### config.mk
export PLATFORM = sky130hd
export DESIGN_NAME = chebyshev_poly_deriv_eval_core
export DESIGN_NICKNAME = d
export VERILOG_FILES = /design/src/hdl/cpde_pkg.sv /design/src/hdl/chebyshev_poly_deriv_eval_core.sv /design/src/hdl/cpde_mul_unit.sv
export SDC_FILE = /design/constraint.sdc
export NUM_CORES = 2
export LEC_CHECK = 0
export ABC_CLOCK_PERIOD_IN_PS = 18200
export BUFFER_PORTS_ARGS = -buffer_cell sky130_fd_sc_hd__buf_2
export CAP_MARGIN = 5
export CORE_AREA = 5 5 499 304
export DETAILED_ROUTE_END_ITERATION = 10
export DIE_AREA = 0 0 504 309
export PLACE_DENSITY = 0.82
export SYNTH_ARGS = -nofsm -noshare
export SYNTH_HDL_FRONTEND = slang
export SYNTH_SLANG_ARGS = --single-unit
### constraint.sdc
create_clock -name clock -period 18.2 [get_ports clock]
set_clock_uncertainty 0.2 [all_clocks]
set_input_delay 2.73 -clock clock [delete_from_list [all_inputs] [get_ports clock]]
set_output_delay 2.73 -clock clock [all_outputs]
set_load 0.02 [all_outputs]
### src/hdl/cpde_pkg.sv
// shared types, constants and saturating arithmetic for the chebyshev
// polynomial and derivative evaluator; no dependencies
package cpde_pkg;

   localparam int DEGREE_W = 5;
   localparam int POINT_W  = 32;
   localparam int WORD_W   = 64;
   localparam int EXT_W    = WORD_W + 3;

   typedef logic signed [WORD_W-1:0] word_type;
   typedef logic signed [EXT_W-1:0]  ext_type;

   localparam word_type WORD_MAX = {1'b0, {(WORD_W-1){1'b1}}};
   localparam word_type WORD_MIN = {1'b1, {(WORD_W-1){1'b0}}};

   // which of the four recurrences a pass belongs to
   typedef enum logic [1:0] {
      TERM_VAL,
      TERM_D1,
      TERM_D2,
      TERM_D3
   } term_type;

   // one multiplier pass: low or high half of a 64-bit operand
   typedef struct packed {
      logic     valid;
      term_type term;
      logic     half;
   } issue_type;

   // tag travelling with a finished product
   typedef struct packed {
      logic     valid;
      term_type term;
   } tag_type;

   // clamp a widened value to the signed 64-bit range
   function automatic word_type sat_word(input ext_type v);
      word_type r;
      if (v[EXT_W-1:WORD_W-1] == '0 || v[EXT_W-1:WORD_W-1] == '1) begin
         r = v[WORD_W-1:0];
      end else if (v[EXT_W-1]) begin
         r = WORD_MIN;
      end else begin
         r = WORD_MAX;
      end
      return r;
   endfunction

   function automatic ext_type widen(input word_type v);
      return {{(EXT_W-WORD_W){v[WORD_W-1]}}, v};
   endfunction

   function automatic word_type sat_add(input word_type a, input word_type b);
      return sat_word(widen(a) + widen(b));
   endfunction

   function automatic word_type sat_sub(input word_type a, input word_type b);
      return sat_word(widen(a) - widen(b));
   endfunction

   // saturated 0/2/4/6 times the lower-order term, by recurrence
   function automatic word_type scale_term(input word_type v, input term_type term);
      ext_type  e;
      word_type r;
      e = widen(v);
      unique case (term)
         TERM_VAL: r = '0;
         TERM_D1:  r = sat_word(e <<< 1);
         TERM_D2:  r = sat_word(e <<< 2);
         TERM_D3:  r = sat_word((e <<< 2) + (e <<< 1));
         default:  r = '0;
      endcase
      return r;
   endfunction

endpackage

### src/hdl/chebyshev_poly_deriv_eval_core.sv
// chebyshev first-kind polynomial T_n(x) with first three derivatives,
// forward recurrence on one shared multiplier; uses cpde_pkg, cpde_mul_unit
//
//   channel | direction | fields                                       | handshake
//   req     | in        | degree[4:0], point[31:0] (Q2.30)             | req_valid/req_ready
//   rsp     | out       | value, first_deriv, second_deriv, third_deriv | rsp_valid/rsp_ready
//
// degree 0 or 1: result is ready the cycle after the item is taken
// degree n >= 2: each recurrence step runs eight passes of the 33x33 multiplier (two
//   halves of four 64-bit operands), then drains through product, result, acc and nxt regs
// one item at a time: req_ready is low from acceptance until the result is taken
// a stalled result holds its registers; synchronous reset returns to idle
module chebyshev_poly_deriv_eval_core import cpde_pkg::*; #(
   parameter int MAX_DEGREE = 31,
   parameter int FRAC_BITS  = 30
) (
   input  logic                       clock,
   input  logic                       reset,
   input  logic                       req_valid,
   output logic                       req_ready,
   input  logic [DEGREE_W-1:0]        req_degree,
   input  logic signed [POINT_W-1:0]  req_point,
   output logic                       rsp_valid,
   input  logic                       rsp_ready,
   output logic signed [WORD_W-1:0]   rsp_value,
   output logic signed [WORD_W-1:0]   rsp_first_deriv,
   output logic signed [WORD_W-1:0]   rsp_second_deriv,
   output logic signed [WORD_W-1:0]   rsp_third_deriv
);

   localparam logic [DEGREE_W-1:0] DEGREE_LIMIT = DEGREE_W'(MAX_DEGREE);
   localparam word_type            ONE_WORD     = word_type'(64'sd1 <<< FRAC_BITS);
   localparam logic [3:0]          PHASE_ISSUE  = 4'd8;
   localparam logic [3:0]          PHASE_LAST   = 4'd11;

   typedef enum logic [1:0] {
      S_IDLE,
      S_RUN,
      S_DONE
   } state_type;

   state_type                   state_ff;
   logic [3:0]                  phase_ff;
   logic [DEGREE_W-1:0]         degree_ff;
   logic [DEGREE_W-1:0]         k_ff;
   logic signed [POINT_W-1:0]   x_ff;
   logic [DEGREE_W-1:0]         degree_in;

   // degree k-1 (cur), k-2 (prv) and the step being built (nxt)
   word_type cur_val_ff, cur_d1_ff, cur_d2_ff, cur_d3_ff;
   word_type prv_val_ff, prv_d1_ff, prv_d2_ff, prv_d3_ff;
   word_type nxt_val_ff, nxt_d1_ff, nxt_d2_ff, nxt_d3_ff;

   issue_type issue;
   word_type  operand;
   tag_type   q_tag;
   word_type  q_word;
   word_type  lower_word;
   word_type  acc_in;
   word_type  acc_ff;
   tag_type   acc_tag_ff;
   word_type  prv_word;
   word_type  nxt_in;

   assign degree_in = (req_degree > DEGREE_LIMIT) ? DEGREE_LIMIT : req_degree;

   // multiplier pass schedule for the current step
   always_comb begin
      issue.valid = (state_ff == S_RUN) && (phase_ff < PHASE_ISSUE);
      issue.term  = term_type'(phase_ff[2:1]);
      issue.half  = phase_ff[0];
   end

   // operand for the pass: the degree k-1 term of its own recurrence
   always_comb begin
      unique case (issue.term)
         TERM_VAL: operand = cur_val_ff;
         TERM_D1:  operand = cur_d1_ff;
         TERM_D2:  operand = cur_d2_ff;
         TERM_D3:  operand = cur_d3_ff;
         default:  operand = cur_val_ff;
      endcase
   end

   cpde_mul_unit #(
      .FRAC_BITS (FRAC_BITS)
   ) u_mul (
      .clock   (clock),
      .reset   (reset),
      .point   (x_ff),
      .issue   (issue),
      .operand (operand),
      .q_tag   (q_tag),
      .q_word  (q_word)
   );

   // lower-order term feeding the scaled contribution
   always_comb begin
      unique case (q_tag.term)
         TERM_VAL: lower_word = '0;
         TERM_D1:  lower_word = cur_val_ff;
         TERM_D2:  lower_word = cur_d1_ff;
         TERM_D3:  lower_word = cur_d2_ff;
         default:  lower_word = '0;
      endcase
      acc_in = sat_add(scale_term(lower_word, q_tag.term), q_word);
   end

   // subtract the degree k-2 term
   always_comb begin
      unique case (acc_tag_ff.term)
         TERM_VAL: prv_word = prv_val_ff;
         TERM_D1:  prv_word = prv_d1_ff;
         TERM_D2:  prv_word = prv_d2_ff;
         TERM_D3:  prv_word = prv_d3_ff;
         default:  prv_word = prv_val_ff;
      endcase
      nxt_in = sat_sub(acc_ff, prv_word);
   end

   // sequencer and recurrence registers
   always_ff @(posedge clock) begin
      if (reset) begin
         state_ff   <= S_IDLE;
         phase_ff   <= '0;
         acc_tag_ff <= '0;
      end else begin
         acc_tag_ff <= q_tag;
         unique case (state_ff)
            S_IDLE: begin
               if (req_valid) begin
                  phase_ff <= '0;
                  state_ff <= (degree_in < DEGREE_W'(2)) ? S_DONE : S_RUN;
               end
            end
            S_RUN: begin
               if (phase_ff == PHASE_LAST) begin
                  phase_ff <= '0;
                  if (k_ff + DEGREE_W'(1) == degree_ff) begin
                     state_ff <= S_DONE;
                  end
               end else begin
                  phase_ff <= phase_ff + 4'd1;
               end
            end
            S_DONE: begin
               if (rsp_ready) begin
                  state_ff <= S_IDLE;
               end
            end
            default: state_ff <= S_IDLE;
         endcase
      end

      if (q_tag.valid) begin
         acc_ff <= acc_in;
      end

      if (acc_tag_ff.valid) begin
         unique case (acc_tag_ff.term)
            TERM_VAL: nxt_val_ff <= nxt_in;
            TERM_D1:  nxt_d1_ff  <= nxt_in;
            TERM_D2:  nxt_d2_ff  <= nxt_in;
            TERM_D3:  nxt_d3_ff  <= nxt_in;
            default:  nxt_val_ff <= nxt_in;
         endcase
      end

      // load seeds on a new item
      if (state_ff == S_IDLE && req_valid) begin
         degree_ff  <= degree_in;
         k_ff       <= DEGREE_W'(1);
         x_ff       <= req_point;
         prv_val_ff <= ONE_WORD;
         prv_d1_ff  <= '0;
         prv_d2_ff  <= '0;
         prv_d3_ff  <= '0;
         cur_d2_ff  <= '0;
         cur_d3_ff  <= '0;
         if (degree_in == '0) begin
            cur_val_ff <= ONE_WORD;
            cur_d1_ff  <= '0;
         end else begin
            cur_val_ff <= {{(WORD_W-POINT_W){req_point[POINT_W-1]}}, req_point};
            cur_d1_ff  <= ONE_WORD;
         end
      end

      // advance one degree
      if (state_ff == S_RUN && phase_ff == PHASE_LAST) begin
         k_ff       <= k_ff + DEGREE_W'(1);
         prv_val_ff <= cur_val_ff;
         prv_d1_ff  <= cur_d1_ff;
         prv_d2_ff  <= cur_d2_ff;
         prv_d3_ff  <= cur_d3_ff;
         cur_val_ff <= nxt_val_ff;
         cur_d1_ff  <= nxt_d1_ff;
         cur_d2_ff  <= nxt_d2_ff;
         cur_d3_ff  <= nxt_d3_ff;
      end
   end

   assign req_ready        = (state_ff == S_IDLE);
   assign rsp_valid        = (state_ff == S_DONE);
   assign rsp_value        = cur_val_ff;
   assign rsp_first_deriv  = cur_d1_ff;
   assign rsp_second_deriv = cur_d2_ff;
   assign rsp_third_deriv  = cur_d3_ff;

endmodule

### src/hdl/cpde_mul_unit.sv
// shared product unit: floor(2*x*v / 2^FRAC_BITS) saturated to 64 bits,
// built from two passes of one 33x33 signed multiplier; uses cpde_pkg
module cpde_mul_unit import cpde_pkg::*; #(
   parameter int FRAC_BITS = 30
) (
   input  logic                      clock,
   input  logic                      reset,
   input  logic signed [POINT_W-1:0] point,
   input  issue_type                 issue,
   input  word_type                  operand,
   output tag_type                   q_tag,
   output word_type                  q_word
);

   localparam int HALF_W  = 32;
   localparam int MUL_W   = 2 * (HALF_W + 1);
   localparam int PART_W  = MUL_W - 1;
   localparam int FULL_W  = PART_W + HALF_W;
   localparam int SHIFT   = FRAC_BITS - 1;

   logic signed [HALF_W:0]   opnd_half;
   logic signed [MUL_W-1:0]  prod_full;
   logic signed [PART_W-1:0] mul_ff;
   issue_type                mtag_ff;
   logic signed [PART_W-1:0] lo_ff;
   logic signed [FULL_W-1:0] full;
   logic signed [FULL_W-1:0] shifted;
   word_type                 q_in;
   word_type                 q_ff;
   tag_type                  qtag_ff;

   // low half is unsigned, high half carries the sign
   assign opnd_half = issue.half ? {operand[WORD_W-1], operand[WORD_W-1:HALF_W]}
                                 : {1'b0, operand[HALF_W-1:0]};
   assign prod_full = $signed({point[POINT_W-1], point}) * opnd_half;

   // recombine halves, floor shift, clamp
   always_comb begin
      full    = ({{HALF_W{mul_ff[PART_W-1]}}, mul_ff} <<< HALF_W)
              + {{HALF_W{lo_ff[PART_W-1]}}, lo_ff};
      shifted = full >>> SHIFT;
      if (shifted[FULL_W-1:WORD_W-1] == '0 || shifted[FULL_W-1:WORD_W-1] == '1) begin
         q_in = shifted[WORD_W-1:0];
      end else if (shifted[FULL_W-1]) begin
         q_in = WORD_MIN;
      end else begin
         q_in = WORD_MAX;
      end
   end

   // multiplier register, low-half hold, result register
   always_ff @(posedge clock) begin
      if (reset) begin
         mtag_ff <= '0;
         qtag_ff <= '0;
      end else begin
         mtag_ff       <= issue;
         qtag_ff.valid <= mtag_ff.valid && mtag_ff.half;
         qtag_ff.term  <= mtag_ff.term;
      end
      mul_ff <= prod_full[PART_W-1:0];
      if (mtag_ff.valid && !mtag_ff.half) begin
         lo_ff <= mul_ff;
      end
      if (mtag_ff.valid && mtag_ff.half) begin
         q_ff <= q_in;
      end
   end

   assign q_tag  = qtag_ff;
   assign q_word = q_ff;

endmodule
After elaboration in Yosys (flattened, before gate mapping)
Cells that the tools add are included.

Word-level logic and storage cells: 134. Output and inout port bits: 258. Bits in registers: 1084. Bits of input ports: 41.

Equal/unequal tests: 23. Mux-type cells: 42. Multiply operators: 1. Add/sub/neg operators: 6. Reductions and logical operators: 31. Order comparisons: 3.

Operators with widths (count): 64-bit two-way mux (24); 64-bit one-hot mux with 4 select lines (4); 97-bit adder (1); 66-bit by 65-bit adder with 67-bit output (1); 64-bit by 64-bit adder with 65-bit output (1); 32-bit by 33-bit multiplier with 65-bit output (1); 64-bit by 64-bit subtractor with 65-bit output (1); 34-bit == test, second input constant (1); 34-bit logical NOT (1); 33-bit two-way mux (1); 31-bit two-way mux (1); 4-bit == test, second input constant (6); 4-bit logical NOT (5); 5-bit two-way mux (3); 2-bit == test, second input constant (7); 2-bit two-way mux (5); 2-bit AND reduction (5); 2-bit by 1-bit == test with 1-bit output, second input constant (4); 2-bit logical NOT (4); 4-bit two-way mux (2); 4-bit one-hot mux with 2 select lines (1); 1-bit logical OR (6); 2-bit by 1-bit != test with 1-bit output, second input constant (3); 2-bit one-hot mux with 3 select lines (1); other kinds (12) (17).

Logic depth before layout (Yosys ltp)
Depth in word-level cells: 11. Gate-level depth with buffers: 37. Mapped depth without buffers: 32.

Modules after synthesis
Synthesis repeated with hierarchy kept, for this count alone.

Cells, all modules: 9001. Area total of the unflattened synthesis: 96137.2 µm².

Modules (own cells, without submodules): chebyshev_poly_deriv_eval_core (instances 1, area each 49730.2 µm², seq. area each 26425.3 µm², cells an instance 4144); cpde_mul_unit (instances 1, area each 46407.0 µm², seq. area each 4444.3 µm², cells an instance 4857).

Worst setup path after synthesis
No wires, ideal clock.

Path kind: input port to flip-flop. From: input port req_valid. To: register k_ff[0], enable pin. Setup time: 3.728 ns. Data arrival time: 11.227 ns. Path slack: 3.044 ns. Stages: 2. Data required time: 14.272 ns. Buffers on the path: 0. Cell sequence: nand2_1 nand2_1.

Longest elaborated chain between the ends: 2.

Ends and longest elaborated chain: from (decl) (RTL line chebyshev_poly_deriv_eval_core.sv:19) `input logic req_valid,`; 1-bit logical AND (RTL line chebyshev_poly_deriv_eval_core.sv:170) `if (state_ff == S_IDLE && req_valid) begin`; 2-bit nonzero test (no line); to (signal assigned) (RTL line chebyshev_poly_deriv_eval_core.sv:191) `k_ff <= k_ff + DEGREE_W'(1);`; to (decl) (RTL line chebyshev_poly_deriv_eval_core.sv:45) `logic [DEGREE_W-1:0] k_ff;`.

Every way passes these cells. A chain may end at the register's enable or synchronous reset.

Worst setup path after layout
From: register u_mul.qtag_ff, in the netlist u_mul.q_tag[1]. To: register acc_ff[28] (data pin).

Longest elaborated chain between the ends: 11. Elaborated cells between the ends (all ways): 27. Classes of those cells: add/sub (2); eq/ne (7); mux (9); reduce/logical (9).

Ends and longest elaborated chain: from (decl) (RTL line cpde_mul_unit.sv:30) `tag_type qtag_ff;`; 2-bit == test, or another cell as far along (RTL line cpde_pkg.sv:67, chebyshev_poly_deriv_eval_core.sv:99); 64-bit one-hot mux with 4 select lines (RTL line chebyshev_poly_deriv_eval_core.sv:99) `unique case (q_tag.term)`; 66-bit by 65-bit adder with 67-bit output (RTL line cpde_pkg.sv:71) `TERM_D3: r = sat_word((e <<< 2) + (e <<< 1));`; 4-bit == test or 4-bit logical NOT (tied branches) (RTL line cpde_pkg.sv:40) `if (v[EXT_W-1:WORD_W-1] == '0 || v[EXT_W-1:WORD_W-1] == '1) begin`; 1-bit logical OR (RTL line cpde_pkg.sv:40); 64-bit two-way mux (RTL line cpde_pkg.sv:40); 64-bit one-hot mux with 4 select lines * (RTL line cpde_pkg.sv:67) `unique case (term)`; 64-bit by 64-bit adder with 65-bit output * (RTL line cpde_pkg.sv:55) `return sat_word(widen(a) + widen(b));`; 4-bit == test or 4-bit logical NOT (tied branches) (RTL line cpde_pkg.sv:40); 1-bit logical OR (RTL line cpde_pkg.sv:40); 64-bit two-way mux * (RTL line cpde_pkg.sv:40); named net acc_in[28] (RTL line chebyshev_poly_deriv_eval_core.sv:59) `word_type acc_in;`; to (signal assigned) (RTL line chebyshev_poly_deriv_eval_core.sv:156) `acc_ff <= acc_in;`; to (decl) (RTL line chebyshev_poly_deriv_eval_core.sv:60) `word_type acc_ff;`.

The timed path passes the listed nets; every way through them passes the cells marked *.

==> impl_metrics.tcl <==
set metrics [dict create \
    cts_num_sinks 1055 \
    startpoint_type "register" \
    fill_cells 10510 \
    clkLatencyLatePin_ns 0.81 \
    ys_seq_area_share_pct 32.69 \
    yosysMostFrequentCell "inv_1" \
    path_class "register to register" \
    yosys_most_used_dff "edfxtp_1" \
    synthCells 8827 \
    portBuffers 298 \
    reg2reg_slack_ns 4.82 \
    grt_overflow 0 \
    dr_total_vias 73370 \
    synth_area_leaders "edfxtp_1 31%, fa_1 24%, ha_1 5.9%" \
    numCtsBuffers 98 \
    r2r_end "acc_ff[28]" \
    hpwlAfterDp_mm 262.9 \
    fin_setup_tns_ns 0 \
    io_pins 299 \
    cts_tree "yes" \
    path_clk_slew_ns 0.08 \
    synth-seq-cells 1055 \
    die_h_microns 309 \
    cts_resized 0 \
    worstReg2RegStart "u_mul.q_tag[1]" \
    crit_fanout 31 \
    gp_congestion 1.166 \
    grt_pass1_vias 71840 \
    ctsHtreeMaxLevel 3 \
    setup_violations 0 \
    status "finished, violations left" \
    ys_async_sr_fraction_pct 0 \
    ctsHoldBuffers 0 \
    min_path_cells 1 \
    drc_errors 0 \
    ys_types 93 \
    rsz0062_at_grt "no" \
    die_w_microns 504 \
    fp.coreArea_sq_um 146300 \
    antenna_found_initial 25 \
    firstDrtPassIters 8 \
    relSlewSlack_pct -4.701 \
    routed_via_density 6.761 \
    finalHoldViolCount 0 \
    grt_pass1_wl_mm 493.0 \
    synth_area_per_cell_sq_um 10.70 \
    netlist_top_cells_count "1,182 x inv_1, 1,116 x fa_1, 974 x edfxtp_1" \
    rows 109 \
    hold_end "u_mul.q_tag[0]" \
    synth.top_cell.area_share_pct 30.97 \
    crit_path_max_incr_delay_ns 0.82 \
    worstMarginPinSlew_ns 1.568 \
    ys_warn_count 0 \
    critPathSlowestCell "a2111oi_0" \
    drive_gt1_share_pct 9.907 \
    arrival_ns 13.62 \
    rr_worst_depth 33 \
    drt_iter0_markers 11350 \
    wl_per_cell_microns 31.41 \
    ant_nets 0 \
    layout_min_cycle_time_ns 13.38 \
    cpMostUsedCell "buf_4" \
    grtUsageTotal_pct 43.60 \
    synthesis.area_sq_um 94430 \
    yosysTopAreaCell "edfxtp_1" \
    critical_path.endpoint_type "register" \
    violations "max-capacitance violations, max-slew violations" \
    wirelength_mm 340.9 \
    grt_max_degree 153 \
    hold_path_class "register to register" \
    maxCapViolCount 1 \
    min-delay-start "u_mul.mtag_ff[1]" \
    cts_setup_buffers 0 \
    root_buffer "clkbuf_16" \
    post-route-period-util_pct 73.51 \
    nNetsFinal 10410 \
    cts_buffer_depth 3 \
    required_ns 18.44 \
    syn-num-nets 10430 \
    synth_edf_count 974 \
    area_growth_pct 6.798 \
    fmax_ghz 0.07475 \
    initial_core_util_pct 64.53 \
    die-area_sq_um 155700 \
    drv_slew 7 \
]
[metrics by stage]
step | std cells | hold WS, ns | setup slack [ns] | instance area [sq um] | util [%]
after detailed placement | 10650 | 0.2322 | 5.519 | 97330 | 66.51
after global routing | 10840 | 0.2013 | 4.659 | 100800 | 68.89
after floorplan | 8827 | 0.2123 | 3.044 | 94430 | -
after CTS | 10830 | 0.1888 | 5.441 | 100800 | 68.87
final | 10850 | 0.2066 | 4.822 | 100800 | 68.91
after global placement | 10650 | 0.2183 | 5.644 | 97330 | 66.51
[layout make-up]
type                       instances  area (sq um)  share of cell area, %
antenna                           16         40.04                0.03970
clock buffer                     123          2586                  2.565
clock inverter                    62         867.1                 0.8598
inverter                        1182          4437                  4.399
multi-input combinational       6050         57160                  56.68
sequential                      1055         30890                  30.64
tap                             1942          2430                  2.409
timing repair buffer             421          2431                  2.411
[critical path: cells and delay by family, from the launching register on]
kind,cells,cell delay [ns]
buf+inv,5,1.50
compound gates,15,5.66
flops,1,0.72
simple gates,8,3.12
xor+xnor,1,0.35
fa+ha+maj,4,1.39
[logic make-up after synthesis]
| family | after synthesis | share of synthesized area [%] |
|---|---|---|
| multiplexers | 225 | 4.207 |
| AND/OR/NAND/NOR | 2381 | 12.97 |
| adder cells (fa/ha/maj) | 1575 | 29.70 |
| AO/OA/AOI/OAI | 1555 | 10.55 |
| buffers and inverters | 1722 | 6.943 |
| flip-flops | 1055 | 32.69 |
| XOR/XNOR | 314 | 2.932 |
[routing by layer]
layer | vias up | global-route usage (%) | part of all wire (%)
met1 | 36520 | 63.75 | 39
li1 | 29800 | - | -
met3 | 900 | 22.90 | 19
met4 | 26 | 16.54 | 4.8
met2 | 6127 | 54.16 | 37
met5 | - | 2.039 | 0.26
[registers in the layout (all words and copies together), names as in the netlist, 3 cells and up]
| register | cells |
|---|---|
| acc_ff | 64 |
| nxt_val_ff | 64 |
| nxt_d3_ff | 64 |
| phase_ff | 4 |
| x_ff | 32 |
| u_mul.q_tag | 3 |
| rsp_first_deriv | 64 |
| degree_ff | 5 |
| k_ff | 5 |
| rsp_value | 64 |
| nxt_d1_ff | 64 |
| u_mul.mul_ff | 65 |
| rsp_second_deriv | 64 |
| u_mul.q_word | 64 |
| acc_tag_ff | 3 |
| prv_d3_ff | 64 |
| u_mul.lo_ff | 36 |
| prv_val_ff | 64 |
| u_mul.mtag_ff | 4 |
| prv_d2_ff | 64 |
| nxt_d2_ff | 64 |
| prv_d1_ff | 64 |
| rsp_third_deriv | 64 |
[how the worst max path moves through the flow]
stage                       to            from  cells after the start  slack, ns
global placement    acc_ff[58]  u_mul.q_tag[1]                     32       5.64
global route        acc_ff[18]  u_mul.q_tag[1]                     33       4.66
finish              acc_ff[28]  u_mul.q_tag[1]                     33       4.82
floorplan              k_ff[0]       req_valid                      2       3.04
detailed placement  acc_ff[28]  u_mul.q_tag[1]                     33       5.52
CTS                 acc_ff[28]  u_mul.q_tag[1]                     33       5.44
[placed cells by master, fill, tap and decap left out, types with 13 or more instances in the layout]
master,synthesis,routed
o21bai_1,49,49
o21ai_1,63,63
or2_2,13,13
a31oi_1,42,42
buf_2,22,299
nor2_1,293,290
mux4_2,128,128
and3_1,488,487
xor2_1,126,126
o211ai_1,79,79
nor3_1,44,44
nand2b_1,40,40
a22oi_1,64,64
bufinv_16,0,13
a21o_1,272,272
xnor2_1,187,186
nor2b_1,69,66
clkbuf_16,0,98
a22o_1,33,33
mux2_2,95,95
maj3_1,14,14
o21a_1,36,36
nand4_1,55,55
fa_1,1116,1116
a211oi_1,32,32
clkbuf_1,485,21
or3_1,14,14
buf_4,1,120
o21ai_0,222,220
nand3_1,76,75
o31ai_1,28,27
dfxtp_1,81,73
inv_1,1182,1181
ha_1,445,444
edfxtp_1,974,974
nand2_1,733,730
diode_2,0,16
and2_1,512,510
a21oi_1,507,507
Power is not shown: default switching activity piles up to over one toggle a cycle in this logic, so the estimate is an artifact.
